==> src/rtl/core/kclc_pkg.sv <==
// ----------------------------------------------------------------------------
// kclc_pkg: keypad code lock controller package
// Item and register types, operation, key, door, verdict and sound codes,
// and the code digit helper shared by the lock core and the top level.
// ----------------------------------------------------------------------------
package kclc_pkg;

   // Widths fixed by the item and register fields
   localparam int TIMER_W     = 24;
   localparam int CODE_W      = 24;
   localparam int CODE_DIGITS = 6;
   localparam int CSR_ADDR_W  = 5;
   localparam int CSR_DATA_W  = 32;

   localparam int MAX_CODE_DIGITS_DEFAULT = 6;

   localparam logic [TIMER_W-1:0] TIMER_MAX        = {TIMER_W{1'b1}};
   localparam logic [TIMER_W-1:0] KEY_DROP_RESET   = 24'd5000;
   localparam logic [TIMER_W-1:0] DOOR_CLOSE_RESET = 24'd10000;

   // Operations
   localparam logic [2:0] OP_KEY          = 3'd0;
   localparam logic [2:0] OP_TICK         = 3'd1;
   localparam logic [2:0] OP_SOUND_DONE   = 3'd2;
   localparam logic [2:0] OP_REMOTE_OPEN  = 3'd3;
   localparam logic [2:0] OP_REMOTE_CLOSE = 3'd4;

   // Keys
   localparam logic [3:0] KEY_DIGIT_MAX = 4'd9;
   localparam logic [3:0] KEY_CLEAR     = 4'd10;
   localparam logic [3:0] KEY_ENTER     = 4'd11;

   // Door states
   localparam logic [1:0] DOOR_CLOSED  = 2'd0;
   localparam logic [1:0] DOOR_OPENED  = 2'd1;
   localparam logic [1:0] DOOR_OPENING = 2'd2;
   localparam logic [1:0] DOOR_CLOSING = 2'd3;

   // Pending verdicts
   localparam logic [1:0] VERDICT_NONE  = 2'd0;
   localparam logic [1:0] VERDICT_ERROR = 2'd1;
   localparam logic [1:0] VERDICT_OPEN  = 2'd2;

   // Sound requests
   localparam logic [2:0] SND_NONE  = 3'd0;
   localparam logic [2:0] SND_BEEP  = 3'd1;
   localparam logic [2:0] SND_DROP  = 3'd2;
   localparam logic [2:0] SND_CRASH = 3'd3;
   localparam logic [2:0] SND_ERROR = 3'd4;
   localparam logic [2:0] SND_OPEN  = 3'd5;
   localparam logic [2:0] SND_CLOSE = 3'd6;

   // Register indexes (byte address / 4)
   localparam logic [2:0] REG_CODE_A       = 3'd0;
   localparam logic [2:0] REG_CODE_LEN_A   = 3'd1;
   localparam logic [2:0] REG_CODE_B       = 3'd2;
   localparam logic [2:0] REG_CODE_LEN_B   = 3'd3;
   localparam logic [2:0] REG_KEY_DROP     = 3'd4;
   localparam logic [2:0] REG_DOOR_CLOSE   = 3'd5;

   typedef struct packed {
      logic [2:0] operation;
      logic       keypad_side;
      logic [3:0] key_code;
      logic       sound_playing;
   } req_item_type;

   typedef struct packed {
      logic [2:0] sound_request;
      logic [1:0] door_status;
      logic       lasers_on;
   } rsp_item_type;

   typedef struct packed {
      logic [CODE_W-1:0]  code_side_a;
      logic signed [3:0]  code_length_a;
      logic [CODE_W-1:0]  code_side_b;
      logic signed [3:0]  code_length_b;
      logic [TIMER_W-1:0] key_drop_ticks;
      logic [TIMER_W-1:0] door_close_ticks;
   } cfg_type;

   // Digit pos of a code, first digit in the top nibble; past the sixth reads zero
   function automatic logic [3:0] code_digit(input logic [CODE_W-1:0] code, input int pos);
      logic [CODE_W-1:0] shifted;
      shifted = '0;
      if (pos < CODE_DIGITS) begin
         shifted = code >> (4 * (CODE_DIGITS - 1 - pos));
      end
      return shifted[3:0];
   endfunction

endpackage

==> src/rtl/core/kclc_core.sv <==
// ----------------------------------------------------------------------------
// kclc_core: lock state and per-item next-state logic
// Holds door state, entry buffer, verdict, timers and laser enable, and
// works out one item's result and state update combinationally.
// ----------------------------------------------------------------------------
module kclc_core #(
   parameter int MAX_CODE_DIGITS = kclc_pkg::MAX_CODE_DIGITS_DEFAULT
) (
   input  logic                   clock,
   input  logic                   reset,
   input  logic                   step_en,
   input  kclc_pkg::req_item_type item,
   input  kclc_pkg::cfg_type      cfg,
   output kclc_pkg::rsp_item_type result
);

   localparam int CNT_W = $clog2(MAX_CODE_DIGITS + 1);
   localparam int IDX_W = (MAX_CODE_DIGITS > 1) ? $clog2(MAX_CODE_DIGITS) : 1;
   localparam int LEN_W = (CNT_W > 3) ? CNT_W : 3;
   localparam logic [LEN_W-1:0] MAX_LEN = LEN_W'(MAX_CODE_DIGITS);

   logic [1:0]                   door_state_ff, door_state_in;
   logic [3:0]                   digits_ff [MAX_CODE_DIGITS];
   logic [CNT_W-1:0]             count_ff, count_in;
   logic [1:0]                   verdict_ff, verdict_in;
   logic [kclc_pkg::TIMER_W-1:0] key_timer_ff, key_timer_in;
   logic [kclc_pkg::TIMER_W-1:0] door_timer_ff, door_timer_in;
   logic                         laser_ff, laser_in;

   logic                         wr_en;
   logic [IDX_W-1:0]             wr_idx;
   logic [2:0]                   snd;

   logic [kclc_pkg::CODE_W-1:0]  side_code;
   logic signed [3:0]            side_len_raw;
   logic [LEN_W-1:0]             len_raw;
   logic [LEN_W-1:0]             len;
   logic [LEN_W-1:0]             count_ext;
   logic [MAX_CODE_DIGITS-1:0]   digit_ok;
   logic                         match;
   logic [kclc_pkg::TIMER_W-1:0] key_timer_inc;
   logic [kclc_pkg::TIMER_W-1:0] door_timer_inc;
   logic [1:0]                   door_after_verdict;

   // Select the pressed side's code and cap its length
   assign side_code    = item.keypad_side ? cfg.code_side_b : cfg.code_side_a;
   assign side_len_raw = item.keypad_side ? cfg.code_length_b : cfg.code_length_a;
   assign len_raw      = LEN_W'(side_len_raw[2:0]);
   assign len          = (len_raw > MAX_LEN) ? MAX_LEN : len_raw;
   assign count_ext    = LEN_W'(count_ff);

   // Compare each stored digit against the code, only below the length
   for (genvar i = 0; i < MAX_CODE_DIGITS; i++) begin : g_cmp
      assign digit_ok[i] = (LEN_W'(i) >= len) ||
                           (digits_ff[i] == kclc_pkg::code_digit(side_code, i));
   end
   assign match = (count_ext == len) && (&digit_ok);

   // Saturating timer increments
   assign key_timer_inc  = (key_timer_ff != kclc_pkg::TIMER_MAX) ?
                           key_timer_ff + 1'b1 : key_timer_ff;
   assign door_timer_inc = (door_timer_ff != kclc_pkg::TIMER_MAX) ?
                           door_timer_ff + 1'b1 : door_timer_ff;

   // Next state and sound for one item
   always_comb begin
      door_state_in      = door_state_ff;
      count_in           = count_ff;
      verdict_in         = verdict_ff;
      key_timer_in       = key_timer_ff;
      door_timer_in      = door_timer_ff;
      laser_in           = laser_ff;
      wr_en              = 1'b0;
      wr_idx             = count_ff[IDX_W-1:0];
      snd                = kclc_pkg::SND_NONE;
      door_after_verdict = door_state_ff;

      case (item.operation)
         kclc_pkg::OP_KEY: begin
            if (verdict_ff != kclc_pkg::VERDICT_NONE) begin
               snd = kclc_pkg::SND_NONE;
            end else if (side_len_raw[3]) begin
               snd = item.sound_playing ? kclc_pkg::SND_NONE : kclc_pkg::SND_CRASH;
            end else if (item.key_code <= kclc_pkg::KEY_DIGIT_MAX) begin
               snd = kclc_pkg::SND_BEEP;
               if (len != '0) begin
                  if (count_ext < len) begin
                     wr_en        = 1'b1;
                     count_in     = count_ff + 1'b1;
                     key_timer_in = '0;
                  end else begin
                     verdict_in = kclc_pkg::VERDICT_ERROR;
                  end
               end
            end else if (item.key_code == kclc_pkg::KEY_CLEAR) begin
               key_timer_in = cfg.key_drop_ticks;
            end else if (item.key_code == kclc_pkg::KEY_ENTER) begin
               if (door_state_ff == kclc_pkg::DOOR_OPENED) begin
                  door_state_in = kclc_pkg::DOOR_CLOSING;
                  snd           = kclc_pkg::SND_CLOSE;
               end else if (door_state_ff == kclc_pkg::DOOR_CLOSED) begin
                  if (len == '0 || match) begin
                     verdict_in = kclc_pkg::VERDICT_OPEN;
                  end else begin
                     verdict_in = kclc_pkg::VERDICT_ERROR;
                  end
               end
            end
         end
         kclc_pkg::OP_TICK: begin
            key_timer_in  = key_timer_inc;
            door_timer_in = door_timer_inc;
            // Act on the pending verdict or drop a stale entry
            if (!item.sound_playing) begin
               if (verdict_ff == kclc_pkg::VERDICT_NONE) begin
                  if (count_ff != '0 && key_timer_inc >= cfg.key_drop_ticks) begin
                     key_timer_in = '0;
                     count_in     = '0;
                     snd          = kclc_pkg::SND_DROP;
                  end
               end else if (verdict_ff == kclc_pkg::VERDICT_ERROR) begin
                  count_in   = '0;
                  verdict_in = kclc_pkg::VERDICT_NONE;
                  snd        = kclc_pkg::SND_ERROR;
               end else begin
                  count_in           = '0;
                  verdict_in         = kclc_pkg::VERDICT_NONE;
                  door_after_verdict = kclc_pkg::DOOR_OPENING;
                  door_state_in      = kclc_pkg::DOOR_OPENING;
                  door_timer_in      = '0;
                  snd                = kclc_pkg::SND_OPEN;
               end
            end
            // Auto close an opened door; its sound wins
            if (door_after_verdict == kclc_pkg::DOOR_OPENED &&
                door_timer_inc >= cfg.door_close_ticks) begin
               door_timer_in = '0;
               door_state_in = kclc_pkg::DOOR_CLOSING;
               snd           = kclc_pkg::SND_CLOSE;
            end
         end
         kclc_pkg::OP_SOUND_DONE: begin
            if (door_state_ff == kclc_pkg::DOOR_OPENING) begin
               door_state_in = kclc_pkg::DOOR_OPENED;
               laser_in      = 1'b0;
            end else if (door_state_ff == kclc_pkg::DOOR_CLOSING) begin
               door_state_in = kclc_pkg::DOOR_CLOSED;
               laser_in      = 1'b1;
            end
         end
         kclc_pkg::OP_REMOTE_OPEN: begin
            if (door_state_ff == kclc_pkg::DOOR_CLOSED) begin
               door_state_in = kclc_pkg::DOOR_OPENING;
               door_timer_in = '0;
               snd           = kclc_pkg::SND_OPEN;
            end
         end
         kclc_pkg::OP_REMOTE_CLOSE: begin
            if (door_state_ff == kclc_pkg::DOOR_OPENED) begin
               door_state_in = kclc_pkg::DOOR_CLOSING;
               snd           = kclc_pkg::SND_CLOSE;
            end
         end
         default: begin
            snd = kclc_pkg::SND_NONE;
         end
      endcase
   end

   assign result.sound_request = snd;
   assign result.door_status   = door_state_in;
   assign result.lasers_on     = laser_in;

   // Advance control state on each processed item
   always_ff @(posedge clock) begin
      if (reset) begin
         door_state_ff <= kclc_pkg::DOOR_CLOSED;
         count_ff      <= '0;
         verdict_ff    <= kclc_pkg::VERDICT_NONE;
         key_timer_ff  <= '0;
         door_timer_ff <= '0;
         laser_ff      <= 1'b1;
      end else if (step_en) begin
         door_state_ff <= door_state_in;
         count_ff      <= count_in;
         verdict_ff    <= verdict_in;
         key_timer_ff  <= key_timer_in;
         door_timer_ff <= door_timer_in;
         laser_ff      <= laser_in;
      end
   end

   // Store an entered digit
   always_ff @(posedge clock) begin
      if (step_en && wr_en) begin
         digits_ff[wr_idx] <= item.key_code;
      end
   end

endmodule

==> src/rtl/core/keypad_code_lock_controller_top.sv <==
// ----------------------------------------------------------------------------
// keypad_code_lock_controller_top: two-keypad code lock controller
// Input item register, lock core, result register and APB register file.
// ----------------------------------------------------------------------------
// A taken item waits in the input register; its result is captured in the result register once that is free.
// Throughput: one item per cycle while results drain; the lock core updates all state in one pass.
// While a result waits, the input register takes one more item, then holds.
// Reset (synchronous, active high): door closed, lasers on, no entry, no
// verdict, timers zero, codes cleared, drop and close delays at defaults.
module keypad_code_lock_controller_top #(
   parameter int MAX_CODE_DIGITS = kclc_pkg::MAX_CODE_DIGITS_DEFAULT
) (
   input  logic                               clock,
   input  logic                               reset,
   input  logic                               req_valid,
   output logic                               req_ready,
   input  kclc_pkg::req_item_type             req_item,
   output logic                               rsp_valid,
   input  logic                               rsp_ready,
   output kclc_pkg::rsp_item_type             rsp_item,
   input  logic                               psel,
   input  logic                               penable,
   input  logic                               pwrite,
   input  logic [kclc_pkg::CSR_ADDR_W-1:0]    paddr,
   input  logic [kclc_pkg::CSR_DATA_W-1:0]    pwdata,
   output logic [kclc_pkg::CSR_DATA_W-1:0]    prdata,
   output logic                               pready
);

   logic                   in_valid_ff;
   kclc_pkg::req_item_type in_item_ff;
   logic                   rsp_valid_ff;
   kclc_pkg::rsp_item_type rsp_item_ff;
   kclc_pkg::rsp_item_type step_result;
   kclc_pkg::cfg_type      cfg_ff;
   logic                   out_free;
   logic                   step_en;
   logic                   csr_write;
   logic [2:0]             csr_index;

   // Handshake: the result register frees as it drains
   assign out_free  = !rsp_valid_ff || rsp_ready;
   assign step_en   = in_valid_ff && out_free;
   assign req_ready = !in_valid_ff || out_free;
   assign rsp_valid = rsp_valid_ff;
   assign rsp_item  = rsp_item_ff;

   // Hold the accepted item
   always_ff @(posedge clock) begin
      if (reset) begin
         in_valid_ff <= 1'b0;
      end else if (req_ready) begin
         in_valid_ff <= req_valid;
      end
   end

   always_ff @(posedge clock) begin
      if (req_ready && req_valid) begin
         in_item_ff <= req_item;
      end
   end

   kclc_core #(
      .MAX_CODE_DIGITS(MAX_CODE_DIGITS)
   ) u_core (
      .clock  (clock),
      .reset  (reset),
      .step_en(step_en),
      .item   (in_item_ff),
      .cfg    (cfg_ff),
      .result (step_result)
   );

   // Capture the result item
   always_ff @(posedge clock) begin
      if (reset) begin
         rsp_valid_ff <= 1'b0;
      end else if (out_free) begin
         rsp_valid_ff <= in_valid_ff;
      end
   end

   always_ff @(posedge clock) begin
      if (step_en) begin
         rsp_item_ff <= step_result;
      end
   end

   // Register file writes
   assign pready    = 1'b1;
   assign csr_write = psel && penable && pwrite && pready;
   assign csr_index = paddr[4:2];

   always_ff @(posedge clock) begin
      if (reset) begin
         cfg_ff.code_side_a      <= '0;
         cfg_ff.code_length_a    <= '0;
         cfg_ff.code_side_b      <= '0;
         cfg_ff.code_length_b    <= '0;
         cfg_ff.key_drop_ticks   <= kclc_pkg::KEY_DROP_RESET;
         cfg_ff.door_close_ticks <= kclc_pkg::DOOR_CLOSE_RESET;
      end else if (csr_write) begin
         case (csr_index)
            kclc_pkg::REG_CODE_A:     cfg_ff.code_side_a      <= pwdata[23:0];
            kclc_pkg::REG_CODE_LEN_A: cfg_ff.code_length_a    <= pwdata[3:0];
            kclc_pkg::REG_CODE_B:     cfg_ff.code_side_b      <= pwdata[23:0];
            kclc_pkg::REG_CODE_LEN_B: cfg_ff.code_length_b    <= pwdata[3:0];
            kclc_pkg::REG_KEY_DROP:   cfg_ff.key_drop_ticks   <= pwdata[23:0];
            kclc_pkg::REG_DOOR_CLOSE: cfg_ff.door_close_ticks <= pwdata[23:0];
            default: begin
            end
         endcase
      end
   end

   // Register file reads
   always_comb begin
      case (csr_index)
         kclc_pkg::REG_CODE_A:     prdata = 32'(cfg_ff.code_side_a);
         kclc_pkg::REG_CODE_LEN_A: prdata = {28'd0, cfg_ff.code_length_a};
         kclc_pkg::REG_CODE_B:     prdata = 32'(cfg_ff.code_side_b);
         kclc_pkg::REG_CODE_LEN_B: prdata = {28'd0, cfg_ff.code_length_b};
         kclc_pkg::REG_KEY_DROP:   prdata = 32'(cfg_ff.key_drop_ticks);
         kclc_pkg::REG_DOOR_CLOSE: prdata = 32'(cfg_ff.door_close_ticks);
         default:                  prdata = '0;
      endcase
   end

endmodule

==> config.mk <==
export PLATFORM = sky130hd
export DESIGN_NAME = keypad_code_lock_controller_top
export DESIGN_NICKNAME = d
export VERILOG_FILES = /design/src/rtl/core/kclc_pkg.sv /design/src/rtl/core/kclc_core.sv /design/src/rtl/core/keypad_code_lock_controller_top.sv
export SDC_FILE = /design/constraint.sdc
export NUM_CORES = 1
export LEC_CHECK = 0
export BUFFER_PORTS_ARGS = -buffer_cell sky130_fd_sc_hd__buf_2
export CORE_MARGIN = 5
export CORE_UTILIZATION = 55
export CTS_CLUSTER_SIZE = 14
export DETAILED_ROUTE_END_ITERATION = 8
export PLACE_DENSITY_LB_ADDON = 0.12
export SLEW_MARGIN = 20
export SYNTH_ARGS = -nofsm -noshare
export SYNTH_HDL_FRONTEND = slang
export SYNTH_SLANG_ARGS = --single-unit
==> constraint.sdc <==
create_clock -name clock -period 5.4 [get_ports clock]
set_input_delay 0.54 -clock clock [delete_from_list [all_inputs] [get_ports clock]]
set_output_delay 0.54 -clock clock [all_outputs]
set_load 0.005 [all_outputs]
After elaboration in Yosys (flattened, before gate mapping)
Memories as Yosys holds them, arrays and structs flattened.
Index checks and enable logic that the tools add are counted.
{"block": "word_totals", "input_bits": 53, "output_inout_bits": 41, "n_memories": 1, "ramBits": 24, "word_cells": 202, "reg_bits": 177}
{"block": "op_classes", "n_reduce_logical": 40, "mux": 84, "eq_ne": 42, "order_cmp": 11, "n_addsub": 3}
{"memory": "u_core.digits_ff", "depth": 6, "width": 4, "read_ports": 6, "rd_ports_with_merged_regs": 0, "wr": 1, "line_no": "kclc_core.sv:23", "text": "logic [3:0] digits_ff [MAX_CODE_DIGITS];"}
{"op": "two-way mux 24 bit", "count": 17}
{"op": "one-hot mux 24 bit (6 select lines)", "count": 1}
{"op": "one-hot mux 24 bit (2 select lines)", "count": 2}
{"op": "two-way mux 3 bit", "count": 19}
{"op": "two-way mux 2 bit", "count": 28}
{"op": "adder 24 x 1 -> 24 bit, second input constant", "count": 2}
{"op": "greater-or-equal comparator 24 bit", "count": 2}
{"op": "inequality test 24 bit, second input constant", "count": 2}
{"op": "equality test 4 bit", "count": 6}
{"op": "equality test 3 x 2 -> 1 bit, second input constant", "count": 4}
{"op": "two-way mux 1 bit", "count": 12}
{"op": "inequality test 3 bit, second input constant", "count": 4}
{"op": "one-hot mux 3 bit (4 select lines)", "count": 1}
{"op": "AND reduction 12 bit", "count": 1}
{"op": "AND reduction 2 bit", "count": 6}
{"op": "one-hot mux 2 bit (5 select lines)", "count": 1}
{"op": "equality test 3 bit, second input constant", "count": 3}
{"op": "zero test 3 bit", "count": 3}
{"op": "logical OR 1 bit", "count": 9}
{"op": "inequality test 3 x 1 -> 1 bit, second input constant", "count": 3}
{"op": "AND reduction 9 bit", "count": 1}
{"op": "equality test 4 bit, second input constant", "count": 2}
{"op": "logical AND 1 bit", "count": 8}
{"op": "inequality test 2 x 1 -> 1 bit, second input constant", "count": 4}
{"op": "other kinds (23)", "count": 39}

Longest topological paths before layout
{"block": "logic_depth", "depth_word": 17, "mapped_depth": 19}

Modules after synthesis
A second synthesis with hierarchy kept.
{"block": "unflattened", "hier_cells": 1341, "hier_area_um2": 12122.9}
{"mod": "kclc_core", "cells_each": 801, "n_inst": 1, "area_each_um2": 6525.0, "seq_area_each_um2": 1841.8}
{"mod": "keypad_code_lock_controller_top", "cells_each": 540, "n_inst": 1, "area_each_um2": 5597.9, "seq_area_each_um2": 2572.5}

Worst setup path after synthesis
No wires, ideal clock.
{"block": "synth_timing", "path_kind": "reg-to-reg", "start": "register u_core.door_timer_ff[0] (netlist name)", "end": "register rsp_item_ff (netlist bit rsp_item[4]), data pin", "required_time_ps": 5144, "period_less_slack_ps": 3834, "path_buffers": 2, "stages_incl_launch_ff": 20, "arrival_ps": 3578, "path_slack_ps": 1566, "cell_sequence": "dfxtp_1 -> ha_1 -> nand2_1 -> nor3_1 -> nor4b_4 -> or2_1 -> buf_2 -> nor3_2 -> nand3_1 -> xnor2_1 -> ha_1 -> a21o_1 -> a21o_1 -> a21oi_1 -> o211ai_1 -> nand2_1 -> a311o_1 -> clkbuf_1 -> o31ai_1 -> a31o_2"}
{"element": "from (decl)", "line_no": "kclc_core.sv:27", "text": "logic [kclc_pkg::TIMER_W-1:0] door_timer_ff, door_timer_in;"}
{"element": "from (signal assigned)", "line_no": "kclc_core.sv:188", "text": "door_timer_ff <= door_timer_in;"}
{"element": "to (signal assigned)", "line_no": "keypad_code_lock_controller_top.sv:85", "text": "rsp_item_ff <= step_result;"}
{"element": "to (decl)", "line_no": "keypad_code_lock_controller_top.sv:33", "text": "kclc_pkg::rsp_item_type rsp_item_ff;"}

Worst setup path after layout
{"block": "layout_timing", "start": "register u_core.door_timer_ff[0] (netlist name)", "end": "register u_core.door_timer_ff[0] (netlist name)"}
{"block": "layout_via", "elab_chain_len": 7}
{"element": "adder 24 x 1 -> 24 bit / inequality test 24 bit (equally long branches)", "line_no": "kclc_core.sv:63, kclc_core.sv:62"}
{"element": "two-way mux 24 bit *", "line_no": "kclc_core.sv:62", "text": "assign door_timer_inc = (door_timer_ff != kclc_pkg::TIMER_MAX) ?"}
{"element": "parallel branches: the longest is 3 deep, another holds greater-or-equal comparator 24 bit"}
{"element": "two-way mux 24 bit *", "line_no": "kclc_core.sv:135", "text": "if (door_after_verdict == kclc_pkg::DOOR_OPENED &&"}
{"element": "one-hot mux 24 bit (2 select lines) *", "line_no": "kclc_core.sv:78", "text": "case (item.operation)"}
Mark *: on every way between the ends.
A chain may end at the register's enable or synchronous reset.

==> impl.org <==
** Logic synthesis
- By area the synthesized netlist is led by dfxtp_1, edfxtp_1, nand2_1.
- Area share of the leading cell type in the synthesized netlist :: 27.93%
- In this run, synthesis inferred 39 flip-flops with an integrated enable.
- Synth async-reset ratio :: 0%
- Of the synthesized area, sequential elements account for between 30% and 40%.
- Number of warnings issued by yosys :: 0
- Avg Cell Area, Syn :: between 8 and 9 µm²
- The netlist uses between 80 and 90 different library cells.
- Largest area contributor in the netlist :: dfxtp_1
- Summing every instance area after synthesis gives approximately 12,000 µm².
- Top flip-flop cell by instance count after synthesis :: dfxtp_1
- In this run, synthesis produced a sequential element count of about 200.
- The cell count after synthesis came out at 1,382.

** Global route
- The number of antenna violations at the first check in global routing was 1.
- Global routing consumed, on the met1 layer, 37.62% of the routing resources.
- Pin count of the biggest net entering global routing :: 104
- Vias in the first global route :: 9,674
- Total global routing track utilization :: between 20% and 30%
- Global routing used under 10% of the available met3 tracks.
- Wire length of the first global-routing pass :: between 50,000 and 60,000 µm
- For this run the aggregate overflow at the end of global routing stands at 0.
- Grt peak-use layer :: met2
- In the global route stage, met2 resource usage came out at ~46%.

** Setup path
- The setup path with the least slack is of type flip-flop to flip-flop.
- The worst setup path is launched from a flip-flop.
- Of all nets on the critical path, the largest fanout is 12.
- Endpoint class of the critical path :: flip-flop
- For the worst setup path, the data required time is around 5800 ps.
- Data arrives at the worst endpoint at 5030 ps.

** Clock tree
- Htree depth :: 1
- Number of buffers inserted by hold repair at cts :: 0
- TritonCTS built the clock tree.
- Sink count of the clock tree :: roughly 200
- Resize count post-CTS :: 0
- Reg clk slew, reported paths :: about 60 ps
- CTS placed an instance of clkbuf_16 at the clock tree root.
- Maximum number of buffers from clock root to sink :: 3
- Post-CTS timing repair inserted 0 buffers for setup.
- Total CTS buffers :: 23
- The later pin in the worst-skew pair is clocked with a latency of approximately 520 ps.

** Final layout
- The area growth from synthesis to layout is 9.686%.
- Antenna fix cells :: 0
- Flip-flop and latch area :: approximately 4400 µm²
- Fraction of layout instances using a drive strength above 1 :: a little over a tenth
- Fillers :: around 1,900
- Area of combinational cells with multiple inputs :: roughly 6600 µm²
- Layout Nets :: between 1,500 and 2,000

** Route
- Number of DRC markers after the initial detailed-route iteration :: slightly below 900
- In the routed layout, each cell is associated on average with a via count of approximately 6.
- After detailed routing, the average wire length per cell comes to about 20 µm.
- Initial DRT Pass Iterations :: 5
- Vias after detailed routing :: 10,290
- Overall routed net length :: about 34,000 µm
- DRT antenna net count :: 0
- Post-detailed-route DRC marker count :: 0

** Power and ir drop
- IR analysis of the VDD net gives a maximum drop of 211.3 µV.
- The analysis attributes to cell leakage a power of just under 5 nW.
- Power spread over the standard cell area amounts to between 200 and 300 nW/µm².
- Summing internal, switching and leakage power gives about 3.3 mW.

** Place
- The count of buffers added on input and output ports is 74.
- At the end of routability-driven placement, the weighted congestion stood at slightly below 0.9.
- Once detailed placement completed, the half-perimeter wirelength came to roughly 24,000 µm.
- OpenSTA, run right after detailed placement, puts the worst setup slack at about 900 ps.

** Floorplanning
- Effective utilization at floorplan :: a little under three fifths
- Number of I/O pins :: 94
- Area of the core :: 20,890 µm²
- Height of the chip :: 155.3 µm
- Die Span X :: between 150 and 200 µm
- The floorplan step defined a die boundary enclosing 24,120 µm².
- The initialized floorplan defines 53 standard-cell rows.

** STA
- Number of pins with negative max-slew slack in the final report :: 0
- The worst pin sits at a relative slew slack of 23.07%.
- Fin. Hold Viols :: 0
- Static timing analysis puts the maximum clock frequency at 216.8 MHz.
- The clock arrives with slightly below 20 ps of skew.
- Final critical delay including setup and external delays :: roughly 4600 ps
- # setup viols final :: 0
- Final setup TNS :: 0 ps
- At the pin with the least slew margin, the transition time is 1154 ps.
- The final critical path takes up 85.40% of the cycle.
- Setup repair after global routing left no endpoint under its margin.
- Post-route worst setup slack :: around 800 ps

** Min path
- Path class of the lowest-slack min-delay path :: input pin to flip-flop

** Status
- The flow ran to the end, and the final reports show no timing, DRC or antenna violations.

** Job
- The tool flagged a number of max-cap violations equal to 0.
metal layers:
metal	vias to the layer above	part of all wire (%)
met4	0	2.7
met2	367	47
met5	-	0
met1	4894	43
met3	61	6.6
li1	4966	-
worst max-delay path, stage by stage (launching register included):
cell and delay, ps:
dfxtp_1 420, ha_1 220, nand2_1 100, nor3_1 310, nor4b_4 520, or2_1 290, nor3_2 110, nand3_1 110
xnor2_1 170, ha_1 300, a21o_1 180, a21o_1 160, a21oi_1 170, o211ai_1 110, nand2_1 100, a311o_1 500
nand2_1 430, o31ai_1 320
per-stage QoR:
| step | hold slack (ps) | instances | area, µm² | util, % |
|---|---|---|---|---|
| finish | 198.8 | 1696 | 12740 | 60.98 |
| CTS | 186.7 | 1695 | 12720 | 60.90 |
| floorplan | 436.8 | 1389 | 11640 | - |
| global route | 190.3 | 1696 | 12740 | 60.98 |
| global placement | 454.2 | 1653 | 12020 | 57.53 |
| detailed placement | 461.3 | 1653 | 12020 | 57.53 |
flip-flops by register name, summed over array words and instances (netlist names):
register	cells
cfg_ff	104
u_core.digits_ff	24
u_core.door_timer_ff	24
u_core.key_timer_ff	24
in_item_ff	9
rsp_item	6
u_core.count_ext	3
u_core.door_state_ff	2
u_core.verdict_ff	2
in_valid_ff	1
rsp_valid	1
u_core.laser_ff	1
worst paths after layout:
kind,startpoint,end,slack [ps],cells past startpoint
setup / recovery,u_core.door_timer_ff[0]$_SDFFE_PP0P_,u_core.door_timer_ff[0]$_SDFFE_PP0P_,790,17
hold / removal,req_item[8],in_item_ff[8]$_DFFE_PP_,200,1
setup reg to reg,u_core.door_timer_ff[0]$_SDFFE_PP0P_,u_core.door_timer_ff[0]$_SDFFE_PP0P_,790,17
hold reg to reg,cfg_ff[66]$_SDFFE_PP0P_,cfg_ff[66]$_SDFFE_PP0P_,470,2
Yosys cell counts (7+ instances only):
cell type  number
a21o_1         19
a21oi_1       116
a22oi_1        43
a2bb2oi_1       8
a311oi_1       19
and2_1          9
and3_1         20
buf_1           7
buf_2          12
buf_4          11
clkbuf_1       64
dfxtp_1       162
edfxtp_1       39
ha_1           59
inv_1          59
mux2i_1        41
nand2_1       271
nand2b_1       11
nand3_1        30
nand4_1        31
nor2_1         73
nor2b_1        14
nor3_1         10
nor4_1          8
o211ai_1       37
o21ai_0        22
o221ai_1        8
o31ai_1        13
xnor2_1        56
xor2_1          7
layout by cell type, fill, tap and decap left out, types with 22 or more instances in the layout:
| cell type | Yosys | layout |
|---|---|---|
| nand2_1 | 271 | 271 |
| o211ai_1 | 37 | 37 |
| nand3_1 | 30 | 30 |
| a22oi_1 | 43 | 43 |
| xnor2_1 | 56 | 56 |
| nand4_1 | 31 | 31 |
| buf_2 | 12 | 73 |
| nor2_1 | 73 | 72 |
| mux2i_1 | 41 | 41 |
| inv_1 | 59 | 59 |
| o21ai_0 | 22 | 22 |
| clkbuf_16 | 0 | 23 |
| edfxtp_1 | 39 | 39 |
| ha_1 | 59 | 59 |
| a21oi_1 | 116 | 116 |
| dfxtp_1 | 162 | 162 |
where the power goes:
part | switching [mW] | internal [mW] | total, mW
sequential | 0.0265 | 1.55 | 1.58
combinational | 0.154 | 0.0735 | 0.228
clock | 0.629 | 0.855 | 1.48
total | 0.810 | 2.48 | 3.29
cell families (layout without fill, tap and decap cells):
kind of cell,after synthesis,after routing,synth area share [%]
mux,46,46,4.116
simple gates,514,514,20.76
fa+ha+maj,59,59,6.357
flops,201,201,38.01
xor+xnor,65,65,5.032
compound gates,339,339,19.93
other cells,2,9,0.06467
buf+inv,156,188,5.721
cell type report:
cell class	instances	share of cell area [%]
multi-input combinational	1032	51.62
sequential	201	34.66
clock buffer	29	4.853
timing repair buffer	87	3.752
tap	275	2.701
inverter	59	1.739
clock inverter	13	0.6778
Power figures use the tool's default switching activity.
